### config.mk
export PLATFORM = sky130hd
export DESIGN_NAME = bpa_front_flat
export DESIGN_NICKNAME = d
export VERILOG_FILES = /design/src/sv/bpa_pkg.sv /design/src/sv/bpa_ifs.sv /design/src/sv/bpa_front.sv /design/src/flat_wrapper.sv
export SDC_FILE = /design/constraint.sdc
export NUM_CORES = 1
export LEC_CHECK = 0
export ABC_AREA = 1
export BUFFER_PORTS_ARGS = -buffer_cell sky130_fd_sc_hd__buf_2
export CORE_MARGIN = 5
export CORE_UTILIZATION = 45
export DETAILED_ROUTE_END_ITERATION = 7
export PLACE_DENSITY = 0.79
export SYNTH_ARGS = -nofsm -noshare
export SYNTH_HDL_FRONTEND = slang
export SYNTH_SLANG_ARGS = --single-unit
### constraint.sdc
create_clock -name clk -period 2.9 [get_ports clk]
set_input_delay 0 -clock clk [delete_from_list [all_inputs] [get_ports clk]]
set_output_delay 0 -clock clk [all_outputs]
set_load 0.05 [all_outputs]
### src/sv/bpa_pkg.sv
// shared types, register codes and constant tables of the beam potential accumulator
// no dependencies
package bpa_pkg;

	// configuration register indexes
	localparam logic [1:0] CFG_BAND  = 2'd0;
	localparam logic [1:0] CFG_BASE  = 2'd1;
	localparam logic [1:0] CFG_BOUND = 2'd2;

	typedef struct packed {
		logic        band;
		logic [14:0] base_freq_mhz;
		logic [15:0] adc_bound;
	} cfg_t;

	// one finished point handed from front to back
	typedef struct packed {
		logic [2:0]  beam;
		logic [7:0]  freq_index;
		logic [27:0] sum_power;
		logic        calibrated;
	} point_t;

	typedef enum logic [3:0] {
		ST_IDLE,
		ST_FREQ,
		ST_SEG,
		ST_NUM1,
		ST_NUM2,
		ST_CLAMP,
		ST_DIV,
		ST_DIGW,
		ST_DIGT,
		ST_MUL1,
		ST_MUL2,
		ST_MUL3,
		ST_RND,
		ST_OUT
	} back_state_t;

	// 10^(d/10) for whole dB, q16
	localparam logic [22:0] DB_WHOLE_Q16 [19] = '{
		23'd65536, 23'd82505, 23'd103868, 23'd130762, 23'd164619, 23'd207243,
		23'd260904, 23'd328458, 23'd413504, 23'd520571, 23'd655360, 23'd825049,
		23'd1038676, 23'd1307615, 23'd1646190, 23'd2072430, 23'd2609035,
		23'd3284581, 23'd4135042
	};
	// 10^(t/100) for tenths of a dB, q24
	localparam logic [24:0] DB_TENTH_Q24 [10] = '{
		25'd16777216, 25'd17168008, 25'd17567902, 25'd17977111, 25'd18395852,
		25'd18824346, 25'd19262821, 25'd19711510, 25'd20170650, 25'd20640485
	};
	// 10^(h/1000) for hundredths of a dB, q24
	localparam logic [24:0] DB_HUND_Q24 [10] = '{
		25'd16777216, 25'd16815891, 25'd16854656, 25'd16893510, 25'd16932454,
		25'd16971487, 25'd17010610, 25'd17049824, 25'd17089128, 25'd17128522
	};

	// beam correction end points in centi-dB, low band, index {segment, beam}
	localparam logic signed [9:0] CORR_LOW_C1 [16] = '{
		-10'sd200, -10'sd100, 10'sd0, -10'sd250,
		10'sd50, 10'sd150, 10'sd0, 10'sd100,
		-10'sd50, 10'sd100, 10'sd0, 10'sd0,
		-10'sd70, 10'sd50, 10'sd0, -10'sd50
	};
	localparam logic signed [9:0] CORR_LOW_C2 [16] = '{
		10'sd50, 10'sd150, 10'sd0, 10'sd100,
		-10'sd50, 10'sd100, 10'sd0, 10'sd0,
		-10'sd70, 10'sd50, 10'sd0, -10'sd50,
		-10'sd150, 10'sd0, 10'sd0, 10'sd0
	};
	// high band, index {segment, beam}, segments 0..4
	localparam logic signed [9:0] CORR_HIGH_C1 [40] = '{
		-10'sd50, -10'sd20, 10'sd50, 10'sd0, 10'sd0, 10'sd0, 10'sd0, 10'sd0,
		-10'sd300, -10'sd100, 10'sd50, 10'sd0, 10'sd10, 10'sd0, -10'sd100, -10'sd300,
		-10'sd220, -10'sd50, 10'sd20, 10'sd0, 10'sd0, 10'sd0, 10'sd0, -10'sd150,
		-10'sd250, -10'sd50, -10'sd10, 10'sd0, 10'sd0, 10'sd0, -10'sd10, -10'sd210,
		-10'sd300, -10'sd200, 10'sd0, 10'sd0, -10'sd20, -10'sd10, -10'sd220, -10'sd220
	};
	localparam logic signed [9:0] CORR_HIGH_C2 [40] = '{
		-10'sd300, -10'sd100, 10'sd50, 10'sd0, 10'sd10, 10'sd0, -10'sd100, -10'sd300,
		-10'sd220, -10'sd50, 10'sd20, 10'sd0, 10'sd0, 10'sd0, 10'sd0, -10'sd150,
		-10'sd250, -10'sd50, -10'sd10, 10'sd0, 10'sd0, 10'sd0, -10'sd10, -10'sd210,
		-10'sd300, -10'sd200, 10'sd0, 10'sd0, -10'sd20, -10'sd10, -10'sd220, -10'sd220,
		-10'sd250, -10'sd20, 10'sd20, 10'sd0, 10'sd0, -10'sd10, -10'sd10, -10'sd220
	};

endpackage

### src/sv/bpa_ifs.sv
// valid/ready channel interfaces for measurements in and point results out
// no dependencies
interface bpa_in_if;
	logic        valid;
	logic        ready;
	logic [2:0]  beam;
	logic [7:0]  freq_index;
	logic [23:0] power;
	logic [15:0] adc_code;
	logic        last_output;

	modport source (output valid, beam, freq_index, power, adc_code, last_output,
		input ready);
	modport sink (input valid, beam, freq_index, power, adc_code, last_output,
		output ready);
endinterface


### src/sv/bpa_front.sv
// front end: accepts measurement beats, sums power and tracks calibration per point
// depends on bpa_pkg and bpa_in_if
module bpa_front import bpa_pkg::*; (
	input  logic    clk,
	input  logic    arst_n,
	input  cfg_t    cfg,
	bpa_in_if.sink  meas,
	input  logic    full,
	output logic    push,
	output point_t  push_data
);

	logic [27:0] sum_q;
	logic        cal_q;
	logic [28:0] sum_ext;
	logic [27:0] sum_nxt;
	logic        cal_nxt;
	logic        accept;

	assign meas.ready = !full;
	assign accept = meas.valid && meas.ready;

	always_comb begin
		sum_ext = {1'b0, sum_q} + {5'd0, meas.power};
		sum_nxt = sum_ext[28] ? '1 : sum_ext[27:0];
		cal_nxt = cal_q && (meas.adc_code >= cfg.adc_bound);
	end

	assign push = accept && meas.last_output;
	assign push_data = '{beam: meas.beam, freq_index: meas.freq_index,
		sum_power: sum_nxt, calibrated: cal_nxt};

	always_ff @(posedge clk or negedge arst_n) begin
		if (!arst_n) begin
			sum_q <= '0;
			cal_q <= 1'b1;
		end else if (accept) begin
			if (meas.last_output) begin
				sum_q <= '0;
				cal_q <= 1'b1;
			end else begin
				sum_q <= sum_nxt;
				cal_q <= cal_nxt;
			end
		end
	end

endmodule

### src/flat_wrapper.sv
// flat-port wrapper written by rule: the top's interface ports become plain ports
module bpa_front_flat import bpa_pkg::*;
  (clk, arst_n, cfg, full, push, push_data, meas_valid, meas_beam, meas_freq_index, meas_power, meas_adc_code, meas_last_output, meas_ready);
  bpa_in_if meas_i ();
  input  logic clk;
  input  logic arst_n;
  input  cfg_t cfg;
  input  logic full;
  output logic push;
  output point_t push_data;
  input wire logic [$bits(meas_i.valid)-1:0] meas_valid;
  input wire logic [$bits(meas_i.beam)-1:0] meas_beam;
  input wire logic [$bits(meas_i.freq_index)-1:0] meas_freq_index;
  input wire logic [$bits(meas_i.power)-1:0] meas_power;
  input wire logic [$bits(meas_i.adc_code)-1:0] meas_adc_code;
  input wire logic [$bits(meas_i.last_output)-1:0] meas_last_output;
  output wire logic [$bits(meas_i.ready)-1:0] meas_ready;
  assign meas_i.valid = meas_valid;
  assign meas_i.beam = meas_beam;
  assign meas_i.freq_index = meas_freq_index;
  assign meas_i.power = meas_power;
  assign meas_i.adc_code = meas_adc_code;
  assign meas_i.last_output = meas_last_output;
  assign meas_ready = meas_i.ready;
  bpa_front u_core (.clk(clk), .arst_n(arst_n), .cfg(cfg), .meas(meas_i), .full(full), .push(push), .push_data(push_data));
endmodule
==> flow_summary.yaml, run 1 <==
outcome:
  status: "completed"
clock_tree:
  path_clk_slew_ps: 60
  cts_tree: "yes"
  htree_num_levels: 2
  insertion_delay_ps: 290
  numCtsBuffers: 5
  post_cts_buffers: 0
  cts_root_buf: "clkbuf_8"
  cts_buffer_depth: 2
  cts_sinks: 29
global_route:
  overflow: 0
  grt_pass1_wl_microns: 16600
  grtUsageTotal: 0.193
  grt_pass1_vias: 3876
  antenna_found_initial: 0
  grt_max_degree: 33
critical_path:
  worstPathRequired_ps: 2900
  cpMostUsedCell: "nand3_1"
  start_kind: "flop"
  worstSetupPathType: "flop to output pin"
  cpMaxStageDelayCell: "fa_2"
  crit_arrival_ps: 2670
  crit_chain: "ha_1, fa_2, nand3_1, nand3_1, nand3_1, nand3b_4, nand2_2, nand3_4, or2_2, buf_2"
  crit_fanout: 14
  cpPeakStageDelay_ps: 390
  end_kind: "output pin"
synthesis:
  yosys_warnings: 0
  synth_area_per_cell_sq_um: 6.00
  seq_area_frac_synth: 0.186
  yosysTopAreaCell: "nand2_1"
  yosys-top-cells-area: "nand2_1, dfrtp_1, ha_1, inv_1, nand3_1"
  syn_nets: 781
  synth-edff-count: 0
  synth_area_sq_mm: 0.00391
  yosysUniqueCellTypes: 33
  postSynthCellCount: 652
  post-synth-top-area-fraction: 0.262
  ys_seq_elements: 29
  async_flop_share: 1.00
  ys.flop_type: "dfrtp_1"
floorplanning:
  num_rows: 34
  fp.dieArea_sq_mm: 0.0107
  die_w_microns: 103
  pin_count: 130
  core_area_sq_mm: 0.00859
  die_h_microns: 103
  start_util: 0.455
layout:
  final_nets: 865
  drive_gt1_frac: 0.189
  nFillCells: 904
  final_area_sq_mm: 0.00449
  areaGrowthSynthToFinish_pct: 14.9
  multi_input_comb_area_sq_mm: 0.00257
  final_util: 0.523
  register_area_sq_um: 727
  diodes: 0
power_and_ir_drop:
  p_leak_nw: 2.95
  cellPowerDensity_mw_per_mm2: 858
  p_total_w: 0.00386
  ir_drop_uv: 425
routing:
  viasPerCell: 4.68
  first_pass_iters: 6
  drc: 0
  ant_nets: 0
  drtIter0Drc: 156
  post_drt_wl_per_cell_microns: 11.7
  via_count: 3958
  drt-total-wl_microns: 9890
placed_design:
  gp_congestion: 0.923
  dp_hpwl_microns: 8260
  dpl_cell_area_sq_mm: 0.00438
  io_buffers: 91
timing:
  drv_slew: 0
  finalSetupViolations: 0
  final.setup.tns_ps: 0
  rsz0062_at_grt: "false"
  fin_skew_ps: 7.98
  slew_headroom: 0.555
  worst_pin_slew_ps: 667
  fin_crit_ps: 2670
  clock.fmax_mhz: 374
  finalHoldViolCount: 0
  fin_crit_sh: 0.921
flow_run:
  cap_violations: 0
hold_path:
  hold_class: "input port to output pin"
-- stage by stage --
stage	hold slack (ps)	cells	setup slack (ps)
CTS	0.341	845	140
finish	0.0220	845	230
global route	0.138	845	51.0
detailed placement	0.341	836	324
global placement	0.341	836	378
floorplan	-296	652	265
-- cells in the mapped netlist, types with 4 or more instances --
cell type / number
nand2_1: 273
inv_1: 125
ha_1: 40
nor2_1: 40
nand3_1: 32
dfrtp_1: 28
a21oi_1: 23
buf_4: 12
xor2_1: 12
nand2_2: 9
nand3_4: 8
o21ai_0: 8
or2_2: 7
nand4_1: 6
clkbuf_1: 4
o21ai_1: 4
-- power breakdown --
group / switching [W] / total [W] / internal, W
sequential: 0.0000741 / 0.000595 / 0.000520
combinational: 0.00205 / 0.00290 / 0.000852
clock: 0.000168 / 0.000361 / 0.000194
total: 0.00229 / 0.00386 / 0.00157
-- path summary, 6_finish.rpt --
check                                                  from                      endpoint  cells past startpoint  slack, ps
worst max register to register  u_core.sum_q[0]$_DFFE_PN0P_   u_core.sum_q[6]$_DFFE_PN0P_                     11        520
worst max-delay path            u_core.sum_q[0]$_DFFE_PN0P_                  push_data[4]                     10        230
worst min register to register  u_core.sum_q[8]$_DFFE_PN0P_   u_core.sum_q[8]$_DFFE_PN0P_                      2        490
min in group asynchronous                            arst_n   u_core.sum_q[9]$_DFFE_PN0P_                      2        280
worst min-delay path                     meas_freq_index[0]                 push_data[29]                      0       0.02
max in group asynchronous                            arst_n  u_core.sum_q[14]$_DFFE_PN0P_                      2       2190
-- cells by family (layout without fill, tap and decap cells) --
kind of cell	count (synthesis)	in the layout	share of synthesized area
XOR/XNOR	12	12	0.0269
flip-flops	29	29	0.186
adder cells (fa/ha/maj)	41	41	0.133
buffers and inverters	146	231	0.160
AND/OR/NAND/NOR	387	387	0.443
AO/OA/AOI/OAI	37	37	0.0509
-- layout by cell type (no fill, tap or decap) --
cell type,netlist,layout
dlygate4sd3_1,0,1
or2_4,2,2
inv_2,2,2
ha_1,40,40
nor3_2,1,1
inv_1,125,125
dfrtp_1,28,28
nor2_2,1,2
clkbuf_1,4,2
nor3_1,1,1
nand3_4,8,9
nand4_1,6,6
nor3_4,1,1
xor2_1,12,12
nand2_2,9,9
a21oi_1,23,23
dfstp_2,1,1
buf_2,0,91
a21oi_4,1,1
nor2_1,40,39
buf_4,12,4
or2_2,7,7
clkbuf_8,1,6
o211ai_1,1,1
nand3_1,32,32
o21ai_1,4,4
nand3b_1,3,3
nor2_4,1,1
nand2_1,273,273
fa_2,0,1
nand3b_4,1,1
o21ai_0,8,8
-- layout make-up --
cell class              count  share of cell area
flip-flops and latches     29               0.162
well taps                 108              0.0301
clock buffers               8              0.0201
repair buffers             96               0.110
inverters                 127               0.106
multi-input cells         477               0.572
-- registers in the layout (all words and copies together) (netlist names) --
name / cells
u_core.sum_q: 28
u_core.cal_q: 1
-- layer usage --
layer / up-vias / wire, microns / global-route usage
met5: - / 0 / 0
met4: 0 / 124 / 0.0578
met3: 15 / 618 / 0.0329
met2: 99 / 4640 / 0.333
met1: 1716 / 4520 / 0.247
li1: 2128 / - / -
-- repair_timing --
action	CTS	global route
endpoints found under the setup margin	3	6
gates resized for setup	1	1
hold endpoints to repair	28	0
hold buffers	1	0
-- critical path, delay by kind of cell, from the launching register on --
family	cells	cell delay [ps]
fa+ha+maj	2	620
simple gates	7	1170
buf+inv	1	220
flops	1	380
Note: power is estimated with default switching activity, not from simulation.
==> inputs of run 2 (changes only) <==
==> constraint.sdc (replaced) <==
create_clock -name clk -period 2.9 [get_ports clk]
set_input_delay 0.29 -clock clk [delete_from_list [all_inputs] [get_ports clk]]
set_output_delay 0.29 -clock clk [all_outputs]
set_load 0.05 [all_outputs]
==> flow_summary.yaml, run 2 (synthesis results as in run 1) <==
routing:
  drt-total-wl_microns: 10000
  via_count: 3993
  post_drt_wl_per_cell_microns: 11.8
  first_pass_iters: 4
  drc: 0
  viasPerCell: 4.71
  ant_nets: 0
  drtIter0Drc: 125
timing:
  fin_hold_ws_ps: 36.1
  worst_pin_slew_ps: 674
  clock.fmax_mhz: 352
  slew_headroom: 0.551
  rsz0062_at_grt: "true"
  finalSetupViolations: 0
  fin_skew_ps: 1.31
  fin_crit_ps: 2840
  fin_crit_sh: 0.979
  finalHoldViolCount: 0
  drv_slew: 0
  final.setup.tns_ps: 0
placed_design:
  gp_congestion: 0.923
  dp_hpwl_microns: 8320
  dp_cells: 839
  io_buffers: 91
clock_tree:
  insertion_delay_ps: 280
  htree_num_levels: 2
  path_clk_slew_ps: 70
  cts_tree: "yes"
  numCtsBuffers: 5
  cts_root_buf: "clkbuf_8"
  cts_sinks: 29
  cts_buffer_depth: 2
power_and_ir_drop:
  cellPowerDensity_mw_per_mm2: 853
  p_leak_nw: 2.96
  ir_drop_uv: 401
floorplanning:
  start_util: 0.455
  die_h_microns: 103
  fp.dieArea_sq_mm: 0.0107
  num_rows: 34
  die_w_microns: 103
  core_area_sq_mm: 0.00859
  pin_count: 130
layout:
  final_cell_mix: "nand2_1, inv_1, buf_2, nor2_1, ha_1"
  register_area_sq_um: 727
  multi_input_comb_area_sq_mm: 0.00257
  areaGrowthSynthToFinish_pct: 15.6
  nFillCells: 906
  regMostFlops: "u_core.sum_q"
  largest_register_ffs: 28
  layout_commonest_cell: "nand2_1"
  final_nets: 868
  final_cells: 848
  drive_gt1_frac: 0.197
  top_regs: "u_core.sum_q x28, u_core.cal_q x1"
  diodes: 0
  final_util: 0.526
flow_run:
  cap_violations: 0
critical_path:
  r2r_end: "u_core.sum_q[3]$_DFFE_PN0P_"
  end_kind: "output pin"
  start_kind: "flop"
  reg2reg_depth: 11
  worstPathRequired_ps: 2610
  crit_arrival_ps: 2550
  rrSetupSlack_ps: 640
  r2r_start: "u_core.sum_q[0]$_DFFE_PN0P_"
  crit_fanout: 14
  worstSetupPathType: "flop to output pin"
hold_path:
  hold_class: "input port to asynchronous set/reset pin"
global_route:
  grtUsageTotal: 0.196
  antenna_found_initial: 0
  grt_pass1_vias: 3826
  overflow: 0
  grt_max_degree: 30
  grt_pass1_wl_microns: 16800
outcome:
  status: "completed"
-- run 2: repair_timing --
item	CTS	global route
setup endpoints to repair	12	23
buffers inserted	0	1
resized for setup	3	4
hold buffers	0	0
-- run 2: routing by layer --
metal | routed length [microns] | global-route usage | up-vias
li1 | - | - | 2139
met1 | 4560 | 0.258 | 1741
met2 | 4700 | 0.336 | 99
met3 | 629 | 0.0342 | 14
met4 | 121 | 0.0458 | 0
met5 | 0 | 0 | -
-- run 2: worst max path at each step --
stage / from / end / slack, ps
after floorplan: u_core.sum_q[0]$_DFFE_PN0P_ / u_core.sum_q[2]$_DFFE_PN0P_ / 270
after global placement: meas_power[0] / push_data[4] / 200
after detailed placement: meas_power[0] / push_data[5] / 150
after CTS: u_core.sum_q[0]$_DFFE_PN0P_ / push_data[17] / 30
after global routing: u_core.sum_q[0]$_DFFE_PN0P_ / push_data[5] / -60
final: u_core.sum_q[0]$_DFFE_PN0P_ / push_data[5] / 60
-- run 2: final cells by class --
| type | instances | area share |
|---|---|---|
| Clock buffer | 6 | 0.0161 |
| Clock inverter | 2 | 0.00221 |
| Timing Repair Buffer | 99 | 0.116 |
| Inverter | 127 | 0.105 |
| Sequential cell | 29 | 0.161 |
| Tap cell | 108 | 0.0299 |
| Multi-Input combinational cell | 477 | 0.569 |
-- run 2: report_power, final --
group          internal (W)  switching (W)  leakage [nW]
clock network      0.000166       0.000174        0.0450
logic              0.000868        0.00205          2.53
registers          0.000520      0.0000748         0.380
-- run 2: critical path: stages (launching register included) --
cell      delay (ps)
dfrtp_1          390
ha_2             210
fa_2             350
nand3_1           90
nand3_1          100
nand3_1          140
nand3b_4         130
nand2_2          110
nand3_4          180
or2_2            340
buf_2            220
-- run 2: through the flow --
stage                     setup WS [ps]  power [W]  area [sq um]
after floorplan                     265    0.00294          3910
after global placement              195    0.00350          4410
after detailed placement            152    0.00352          4410
after CTS                          30.1    0.00388          4500
after global routing              -60.1    0.00419          4520
final                              61.9    0.00386          4520
