### config.mk
export PLATFORM = sky130hd
export DESIGN_NAME = bpa_queue
export DESIGN_NICKNAME = d
export VERILOG_FILES = /design/src/sv/bpa_pkg.sv /design/src/sv/bpa_queue.sv
export SDC_FILE = /design/constraint.sdc
export NUM_CORES = 1
export LEC_CHECK = 0
export BUFFER_PORTS_ARGS = -buffer_cell sky130_fd_sc_hd__buf_2
export CAP_MARGIN = 5
export CORE_UTILIZATION = 57
export CTS_CLUSTER_SIZE = 25
export DETAILED_ROUTE_END_ITERATION = 10
export PLACE_DENSITY = 0.87
export SLEW_MARGIN = 10
export SYNTH_ARGS = -nofsm -noshare
export SYNTH_HDL_FRONTEND = slang
export SYNTH_SLANG_ARGS = --single-unit
### constraint.sdc
create_clock -name clk -period 2.5 [get_ports clk]
set_input_delay 0.375 -clock clk [delete_from_list [all_inputs] [get_ports clk]]
set_output_delay 0.375 -clock clk [all_outputs]
set_load 0.02 [all_outputs]
### src/sv/bpa_pkg.sv
// shared types, register codes and constant tables of the beam potential accumulator
// no dependencies
package bpa_pkg;

	// configuration register indexes
	localparam logic [1:0] CFG_BAND  = 2'd0;
	localparam logic [1:0] CFG_BASE  = 2'd1;
	localparam logic [1:0] CFG_BOUND = 2'd2;

	typedef struct packed {
		logic        band;
		logic [14:0] base_freq_mhz;
		logic [15:0] adc_bound;
	} cfg_t;

	// one finished point handed from front to back
	typedef struct packed {
		logic [2:0]  beam;
		logic [7:0]  freq_index;
		logic [27:0] sum_power;
		logic        calibrated;
	} point_t;

	typedef enum logic [3:0] {
		ST_IDLE,
		ST_FREQ,
		ST_SEG,
		ST_NUM1,
		ST_NUM2,
		ST_CLAMP,
		ST_DIV,
		ST_DIGW,
		ST_DIGT,
		ST_MUL1,
		ST_MUL2,
		ST_MUL3,
		ST_RND,
		ST_OUT
	} back_state_t;

	// 10^(d/10) for whole dB, q16
	localparam logic [22:0] DB_WHOLE_Q16 [19] = '{
		23'd65536, 23'd82505, 23'd103868, 23'd130762, 23'd164619, 23'd207243,
		23'd260904, 23'd328458, 23'd413504, 23'd520571, 23'd655360, 23'd825049,
		23'd1038676, 23'd1307615, 23'd1646190, 23'd2072430, 23'd2609035,
		23'd3284581, 23'd4135042
	};
	// 10^(t/100) for tenths of a dB, q24
	localparam logic [24:0] DB_TENTH_Q24 [10] = '{
		25'd16777216, 25'd17168008, 25'd17567902, 25'd17977111, 25'd18395852,
		25'd18824346, 25'd19262821, 25'd19711510, 25'd20170650, 25'd20640485
	};
	// 10^(h/1000) for hundredths of a dB, q24
	localparam logic [24:0] DB_HUND_Q24 [10] = '{
		25'd16777216, 25'd16815891, 25'd16854656, 25'd16893510, 25'd16932454,
		25'd16971487, 25'd17010610, 25'd17049824, 25'd17089128, 25'd17128522
	};

	// beam correction end points in centi-dB, low band, index {segment, beam}
	localparam logic signed [9:0] CORR_LOW_C1 [16] = '{
		-10'sd200, -10'sd100, 10'sd0, -10'sd250,
		10'sd50, 10'sd150, 10'sd0, 10'sd100,
		-10'sd50, 10'sd100, 10'sd0, 10'sd0,
		-10'sd70, 10'sd50, 10'sd0, -10'sd50
	};
	localparam logic signed [9:0] CORR_LOW_C2 [16] = '{
		10'sd50, 10'sd150, 10'sd0, 10'sd100,
		-10'sd50, 10'sd100, 10'sd0, 10'sd0,
		-10'sd70, 10'sd50, 10'sd0, -10'sd50,
		-10'sd150, 10'sd0, 10'sd0, 10'sd0
	};
	// high band, index {segment, beam}, segments 0..4
	localparam logic signed [9:0] CORR_HIGH_C1 [40] = '{
		-10'sd50, -10'sd20, 10'sd50, 10'sd0, 10'sd0, 10'sd0, 10'sd0, 10'sd0,
		-10'sd300, -10'sd100, 10'sd50, 10'sd0, 10'sd10, 10'sd0, -10'sd100, -10'sd300,
		-10'sd220, -10'sd50, 10'sd20, 10'sd0, 10'sd0, 10'sd0, 10'sd0, -10'sd150,
		-10'sd250, -10'sd50, -10'sd10, 10'sd0, 10'sd0, 10'sd0, -10'sd10, -10'sd210,
		-10'sd300, -10'sd200, 10'sd0, 10'sd0, -10'sd20, -10'sd10, -10'sd220, -10'sd220
	};
	localparam logic signed [9:0] CORR_HIGH_C2 [40] = '{
		-10'sd300, -10'sd100, 10'sd50, 10'sd0, 10'sd10, 10'sd0, -10'sd100, -10'sd300,
		-10'sd220, -10'sd50, 10'sd20, 10'sd0, 10'sd0, 10'sd0, 10'sd0, -10'sd150,
		-10'sd250, -10'sd50, -10'sd10, 10'sd0, 10'sd0, 10'sd0, -10'sd10, -10'sd210,
		-10'sd300, -10'sd200, 10'sd0, 10'sd0, -10'sd20, -10'sd10, -10'sd220, -10'sd220,
		-10'sd250, -10'sd20, 10'sd20, 10'sd0, 10'sd0, -10'sd10, -10'sd10, -10'sd220
	};

endpackage

### src/sv/bpa_queue.sv
// small point queue between front and back
// depends on bpa_pkg
module bpa_queue import bpa_pkg::*; #(
	parameter int DEPTH = 4
) (
	input  logic   clk,
	input  logic   arst_n,
	input  logic   push,
	input  point_t push_data,
	input  logic   pop,
	output point_t pop_data,
	output logic   full,
	output logic   empty
);

	// depth 2 or more
	localparam int PTR_W = $clog2(DEPTH);
	localparam int CNT_W = $clog2(DEPTH + 1);

	point_t             mem_q [DEPTH];
	logic [PTR_W-1:0]   wr_q;
	logic [PTR_W-1:0]   rd_q;
	logic [CNT_W-1:0]   cnt_q;

	assign full = (cnt_q == CNT_W'(DEPTH));
	assign empty = (cnt_q == '0);
	assign pop_data = mem_q[rd_q];

	always_ff @(posedge clk) begin
		if (push) begin
			mem_q[wr_q] <= push_data;
		end
	end

	always_ff @(posedge clk or negedge arst_n) begin
		if (!arst_n) begin
			wr_q  <= '0;
			rd_q  <= '0;
			cnt_q <= '0;
		end else begin
			if (push) begin
				wr_q <= (wr_q == PTR_W'(DEPTH - 1)) ? '0 : wr_q + 1'b1;
			end
			if (pop) begin
				rd_q <= (rd_q == PTR_W'(DEPTH - 1)) ? '0 : rd_q + 1'b1;
			end
			if (push && !pop) begin
				cnt_q <= cnt_q + 1'b1;
			end else if (pop && !push) begin
				cnt_q <= cnt_q - 1'b1;
			end
		end
	end

endmodule

==> results of run 1 <==
-- sequential cells by signal (all words and copies together) (netlist names) --
name / cells
mem_q: 160
rd_q: 2
wr_q: 2
cnt_q: 3
-- synth_stat cells --
library cell  count  area [sq um]
edfxtp_1        160          4805
mux4_2           38         855.8
dfrtp_1           7         175.2
ha_1              6         75.07
and2_1            4         25.02
buf_12            4         80.08
buf_2             4         20.02
inv_1             4         15.01
mux2_2            3         33.78
nor2_1            3         11.26
mux4_1            2         52.55
nand2_1           2         7.510
o21ai_0           2         10.01
xor2_1            2         17.52
buf_6             1         11.26
clkbuf_1          1         3.750
fa_1              1         20.02
nor3_1            1         5.000
nor3b_1           1         7.510
xnor2_1           1         8.760
-- worst max path at each step --
stage               cells past startpoint            to     from  slack (ns)
CTS                                     3  pop_data[29]  rd_q[1]        0.06
finish                                  3  pop_data[29]  rd_q[1]         0.1
floorplan                               3   mem_q[2][0]  wr_q[0]        0.51
detailed placement                      3  pop_data[29]  rd_q[1]        0.65
global route                            3  pop_data[29]  rd_q[1]        0.02
global placement                        3  pop_data[38]  rd_q[1]        0.68
-- worst reg2reg max path, delay by kind of cell, from the launching register on --
| kind | cells | cell delay (ns) |
|---|---|---|
| flops | 1 | 0.41 |
| simple gates | 1 | 0.46 |
| fa+ha+maj | 1 | 0.16 |
| buf+inv | 2 | 0.37 |
-- per-layer routing --
| metal | part of all wire (%) | wire (um) |
|---|---|---|
| met2 | 52 | 5672 |
| met4 | 1.8 | 199 |
| met3 | 6.1 | 666 |
| met1 | 40 | 4364 |
| met5 | 0 | 0 |
-- logic make-up after synthesis --
| group | count (synthesis) | synth area share, % |
|---|---|---|
| AND/OR/NAND/NOR | 11 | 0.9023 |
| flip-flops | 167 | 79.81 |
| AO/OA/AOI/OAI | 2 | 0.1604 |
| adder cells (fa/ha/maj) | 7 | 1.524 |
| buffers and inverters | 14 | 2.085 |
| multiplexers | 43 | 15.10 |
| XOR/XNOR | 3 | 0.4212 |
-- report_power, final --
group	total, mW	switching (mW)	internal (mW)
logic	2.67	1.50	1.18
registers	3.82	0.223	3.60
clock network	2.62	1.00	1.62
-- cells in the final DEF, fill, tap and decap left out, types with 5 or more instances in the layout --
cell and instances:
buf_12 5, clkbuf_16 16, mux4_2 38, edfxtp_1 160, ha_1 6, buf_2 85, dfrtp_1 5
-- timing repair --
item                      CTS  global route
resized for setup           0             0
hold endpoints to repair    7             0
hold buffers                1             0
-- area by class of cell --
cell class / instances / share of cell area [%]
antenna: 1 / 0.03349
timing repair buffer: 95 / 7.569
sequential: 167 / 66.68
multi-input combinational: 66 / 15.19
clock buffer: 19 / 5.643
tap: 136 / 2.277
clock inverter: 13 / 2.411
inverter: 4 / 0.2009
==> metrics.md, run 1 <==
| Metric | Value |
|---|---|
| PwrDens | `1220 nW/um^2` |
| Crit path max-delay cell type | `dfrtp_2` |
| Sequence of cells on the critical path | `buf_4 > mux4_2 > buf_2` |
| Cells after synthesis | `247` |
| Register area share after synthesis | `79.81%` |
| Worst reg-to-reg setup slack | `0.79 ns` |
| Routed via count | `2814` |
| Area used by multi-input combinational logic | `1135 sq um` |
| Worst Hold Path EP | `mem_q[3][7]` |
| Number of hold violations in the final report | `0` |
| Count of antenna-violating nets left after detailed routing | `0` |
| Pin count of the biggest net entering global routing | `34` |
| Yosys warning count | `0` |
| Clock tree from TritonCTS | `yes` |
| Worst setup EP type | `primary output` |
| Arrival time at the worst endpoint | `2.03 ns` |
| Flip-flop and latch area | `4982 sq um` |
| Total Neg Setup Slack | `0 ns` |
| Worst max-slew margin expressed relative to the limit | `63.14%` |
| RSZ-0062 raised after global routing | `no` |
| Number of buffers inserted to repair setup after CTS | `0` |
| Top cell family by delay on the critical path | `flip-flops` |
| Finished Layout Cells | `501` |
| Global Route Usage Sum | `21.02%` |
| I/O Buffers | `85` |
| TritonCTS sink count | `167` |
| Clock tree buffer depth | `2` |
| Met3 Use GR | `7.173%` |
| Crit share post-route | `96.09%` |
| First-pass GRT wire length | `16.49 mm` |
| Peak clock frequency supported by timing | `0.4163 GHz` |
| TritonCTS buffer count | `17` |
| Post-synthesis area per instance | `25.26 sq um` |
| Nature of the critical path startpoint | `flop` |
| Vias per std cell | `5.617` |
| Delay contributed by the slowest stage of the critical path | `0.72 ns` |
| Worst Clk Skew | `0.007434 ns` |
| Count of nets after finishing | `402` |
| Static Leak | `2.627 nW` |
| Path type of the worst min-delay path | `primary input to flop` |
| Post-layout worst setup margin | `0.09777 ns` |
| Post-detailed-route wirelength per cell | `21.76 um` |
| Clock transition time at the flip-flop clock pins of the worst setup and hold paths | `0.06 ns` |
| Proportion of layout cells with a drive suffix above 1 | `46.70%` |
| Maximum level of the CTS H-tree | `4` |
| Fillcell total | `627` |
| WHS | `0.06119 ns` |
| Number of pins with negative max-slew slack in the final report | `0` |
| Placeable Area | `10460 sq um` |
| Area of the die | `11370 sq um` |
| GP Congestion | `0.6680` |
| Met1 usage | `26.09%` |
| Synth cell types | `20` |
| Worst VDD drop | `0.7264 mV` |
| Global-route congestion overflow total | `0` |
| Initial detailed-routing violation count | `179` |
| Post-route cell area | `7472 sq um` |
| Vertical die dimension | `106.6 um` |
| Hold path depth | `1` |
| Final Critical Period | `2.402 ns` |
| Slew of the pin with the lowest slew margin | `0.5530 ns` |
| Number of iterations in the first detailed-routing pass | `4` |
| Final core utilization | `71.42%` |
| Global routing usage on met2 | `34.79%` |
| Worst flop-to-flop path startpoint | `wr_q[1]` |
| Initial core utilization | `59.64%` |
| Hold wc startpoint | `push_data[7]` |
| Clock tree root driver cell | `clkbuf_8` |
| Ports placed on the boundary | `86` |
| Max capacitance violation total | `0` |
| Crit Path Class | `flop to primary output` |
| Total Routed Length | `10.90 mm` |
| Number of design rule violations left after detail routing | `0` |
| Initial antenna violation count | `3` |
| Final setup violation count | `0` |
| Die Span X | `106.6 um` |
| Data required, critical path | `2.12 ns` |
| Flip-flop and latch count after synthesis | `167` |
| GRT Max-Usage Layer | `met2` |
| Largest driver fanout on the critical path | `21` |
| Placed Area | `6858 sq um` |
| Nets in the synthesized netlist | `298` |
| Result of the run | `finished clean` |
| # placed instances | `467` |
| Later-pin clock latency in the skew report | `0.53 ns` |
| Count of buffering cells on the critical path with inverters included | `2` |
| Placement Rows | `37` |
| DPL Wire Length | `6.691 mm` |
| Capture point of the worst reg-to-reg path | `mem_q[1][33]` |
| Area growth syn-to-layout | `19.75%` |
| Number of global-route vias before repair | `2968` |
| Overall Power | `9.114 mW` |
| Cell area after synthesis | `6240 sq um` |
| Setup WS pre-CTS | `0.6501 ns` |
| Number of cell instances on the worst register-to-register path | `4` |
No activity file was read; power rests on OpenSTA's default activity.
==> run 2: changes to the inputs <==
--- a/config.mk
+++ b/config.mk
@@ -7,10 +7,14 @@
 export LEC_CHECK = 0
 export BUFFER_PORTS_ARGS = -buffer_cell sky130_fd_sc_hd__buf_2
 export CAP_MARGIN = 5
-export CORE_UTILIZATION = 57
+export CELL_PAD_IN_SITES_DETAIL_PLACEMENT = 2
+export CELL_PAD_IN_SITES_GLOBAL_PLACEMENT = 2
+export CORE_UTILIZATION = 45
 export CTS_CLUSTER_SIZE = 25
 export DETAILED_ROUTE_END_ITERATION = 10
 export PLACE_DENSITY = 0.87
+export RECOVER_POWER = 50
+export SKIP_CTS_REPAIR_TIMING = 1
 export SLEW_MARGIN = 10
 export SYNTH_ARGS = -nofsm -noshare
 export SYNTH_HDL_FRONTEND = slang
==> metrics.md, run 2 (synthesis results as in run 1) <==
| Metric | Value |
|---|---|
| Result of the run | `finished clean` |
| Placeable Area | `13400 sq um (+28%)` |
| Initial core utilization | `46.56% (-13 points)` |
| Count of antenna-violating nets left after detailed routing | `0 (unchanged)` |
| Registers with the most flip-flops | `mem_q x160, cnt_q x3` |
| Flip-flop and latch area | `4985 sq um (about the same)` |
| Crit Path Class | `flop to primary output` |
| Largest reg by FF count | `mem_q` |
| Worst max-slew margin expressed relative to the limit | `19.79% (-43 points)` |
| Number of global-route vias before repair | `3274 (+10%)` |
| Count of buffering cells on the critical path with inverters included | `2 (unchanged)` |
| Setup WS pre-CTS | `0.4267 ns (-0.2234 ns)` |
| GRT Max-Usage Layer | `met2` |
| Worst VDD drop | `0.6977 mV (-3.9%)` |
| Overall Power | `9.364 mW (+2.8%)` |
| # placed instances | `505 (+8.1%)` |
| Total Neg Setup Slack | `0 ns (unchanged)` |
| Commonest non-fill, non-tap cells in the layout | `160 x edfxtp_1, 44 x clkbuf_1, 43 x buf_2` |
| Total Routed Length | `14.16 mm (+30%)` |
| RSZ-0062 raised after global routing | `no` |
| I/O Buffers | `85 (unchanged)` |
| Post-layout worst setup margin | `0.1650 ns (+0.06719 ns)` |
| Top cell family by delay on the critical path | `flip-flops` |
| Pin count of the biggest net entering global routing | `41 (+21%)` |
| Ports placed on the boundary | `86 (unchanged)` |
| Crit share post-route | `93.40% (-2.7 points)` |
| Met1 usage | `27.52% (+1.4 points)` |
| Most common cell after layout, fill and taps aside | `edfxtp_1` |
| GP Congestion | `0.6900 (+3.3%)` |
| Met3 Use GR | `5.276% (-1.9 points)` |
| Final Critical Period | `2.335 ns (-0.06719 ns)` |
| Global-route congestion overflow total | `0 (unchanged)` |
| Number of hold violations in the final report | `0 (unchanged)` |
| Max reg flops | `160 (unchanged)` |
| Number of pins with negative max-slew slack in the final report | `0 (unchanged)` |
| Area growth syn-to-layout | `19.89%` |
| Clock transition time at the flip-flop clock pins of the worst setup and hold paths | `0.06 ns (about the same)` |
| Vias per std cell | `5.433 (-3.3%)` |
| Placed Area | `6908 sq um (+0.73%)` |
| Vertical die dimension | `119.8 um (+12%)` |
| Worst Clk Skew | `0.005911 ns (-0.001523 ns)` |
| Clock tree from TritonCTS | `yes` |
| PwrDens | `1252 nW/um^2 (+2.6%)` |
| Clock tree buffer depth | `2 (unchanged)` |
| Post-detailed-route wirelength per cell | `26.31 um (+21%)` |
| Number of design rule violations left after detail routing | `0 (unchanged)` |
| Worst setup EP type | `primary output` |
| Initial antenna violation count | `1 (-2)` |
| TritonCTS buffer count | `17 (unchanged)` |
| Area used by multi-input combinational logic | `1132 sq um (-0.22%)` |
| Initial detailed-routing violation count | `206 (+15%)` |
| Nature of the critical path startpoint | `flop` |
| Finished Layout Cells | `538 (+7.4%)` |
| Fillcell total | `1130 (+80%)` |
| Path type of the worst min-delay path | `primary input to flop` |
| Routed via count | `2923 (+3.9%)` |
| Data required, critical path | `2.12 ns (about the same)` |
| Delay contributed by the slowest stage of the critical path | `0.58 ns (-0.14 ns)` |
| Placement Rows | `42 (+14%)` |
| Largest driver fanout on the critical path | `11 (-48%)` |
| Crit path max-delay cell type | `dfrtp_4` |
| Number of iterations in the first detailed-routing pass | `4 (unchanged)` |
| Peak clock frequency supported by timing | `0.4283 GHz (+2.9%)` |
| Proportion of layout cells with a drive suffix above 1 | `33.80% (-13 points)` |
| TritonCTS sink count | `167 (unchanged)` |
| Arrival time at the worst endpoint | `1.96 ns (-0.07 ns)` |
| Later-pin clock latency in the skew report | `0.43 ns (-0.10 ns)` |
| Slew of the pin with the lowest slew margin | `1.202 ns (+0.6494 ns)` |
| Max capacitance violation total | `0 (unchanged)` |
| Sequence of cells on the critical path | `buf_4 > mux4_2 > buf_2` |
| Clock tree root driver cell | `clkbuf_16` |
| Post-route cell area | `7481 sq um (+0.12%)` |
| Die Span X | `119.8 um (+12%)` |
| First-pass GRT wire length | `21.25 mm (+29%)` |
| Global routing usage on met2 | `36.60% (+1.8 points)` |
| Final setup violation count | `0 (unchanged)` |
| DPL Wire Length | `8.517 mm (+27%)` |
| Maximum level of the CTS H-tree | `4 (unchanged)` |
| Static Leak | `2.508 nW (-4.5%)` |
| Area of the die | `14340 sq um (+26%)` |
| Count of nets after finishing | `401 (-0.25%)` |
| Global Route Usage Sum | `21.59% (+0.57 points)` |
run 2: cell count changes in the layout (fill, tap and decap cells not counted), sizes merged:
cell,before,now
buf,94,50
clkbuf,19,62
clkinv,7,5
run 2: path summary, 6_finish.rpt:
kind                                 to  depth (start not counted)  slack, ns     startpoint
max in group asynchronous       rd_q[0]                          2       1.74         arst_n
min in group asynchronous       rd_q[1]                          2       0.41         arst_n
hold reg to reg                cnt_q[2]                          1       0.51       cnt_q[2]
hold / removal             mem_q[3][15]                          1       0.19  push_data[15]
setup reg to reg            mem_q[3][8]                          3       0.29        wr_q[0]
setup / recovery           pop_data[39]                          3       0.16        rd_q[0]
run 2: routing by layer:
| metal | up-vias | routed length (um) |
|---|---|---|
| met3 | 17 | 625 |
| met2 | 91 | 7526 |
| met4 | 0 | 174 |
| li1 | 1248 | - |
| met5 | - | 0 |
| met1 | 1567 | 5830 |
run 2: area by class of cell:
type	instances	share of cell area [%]
Antenna cell	1	0.03345
Clock buffer	19	5.787
Clock inverter	11	2.107
Inverter	4	0.2007
Multi-Input combinational cell	66	15.14
Sequential cell	167	66.63
Tap cell	176	2.944
Timing Repair Buffer	94	7.158
run 2: stage by stage:
step / util [%] / hold slack, ns
global route: 55.81 / 0.1929
global placement: 51.55 / 0.2273
finish: 55.83 / 0.1948
detailed placement: 51.55 / 0.2298
CTS: 55.96 / -0.2305
floorplan: - / 0.07941
run 2: power breakdown:
group	internal [mW]	switching [mW]
clock network	1.65	1.05
logic	1.21	1.57
registers	3.61	0.281
total	6.46	2.90
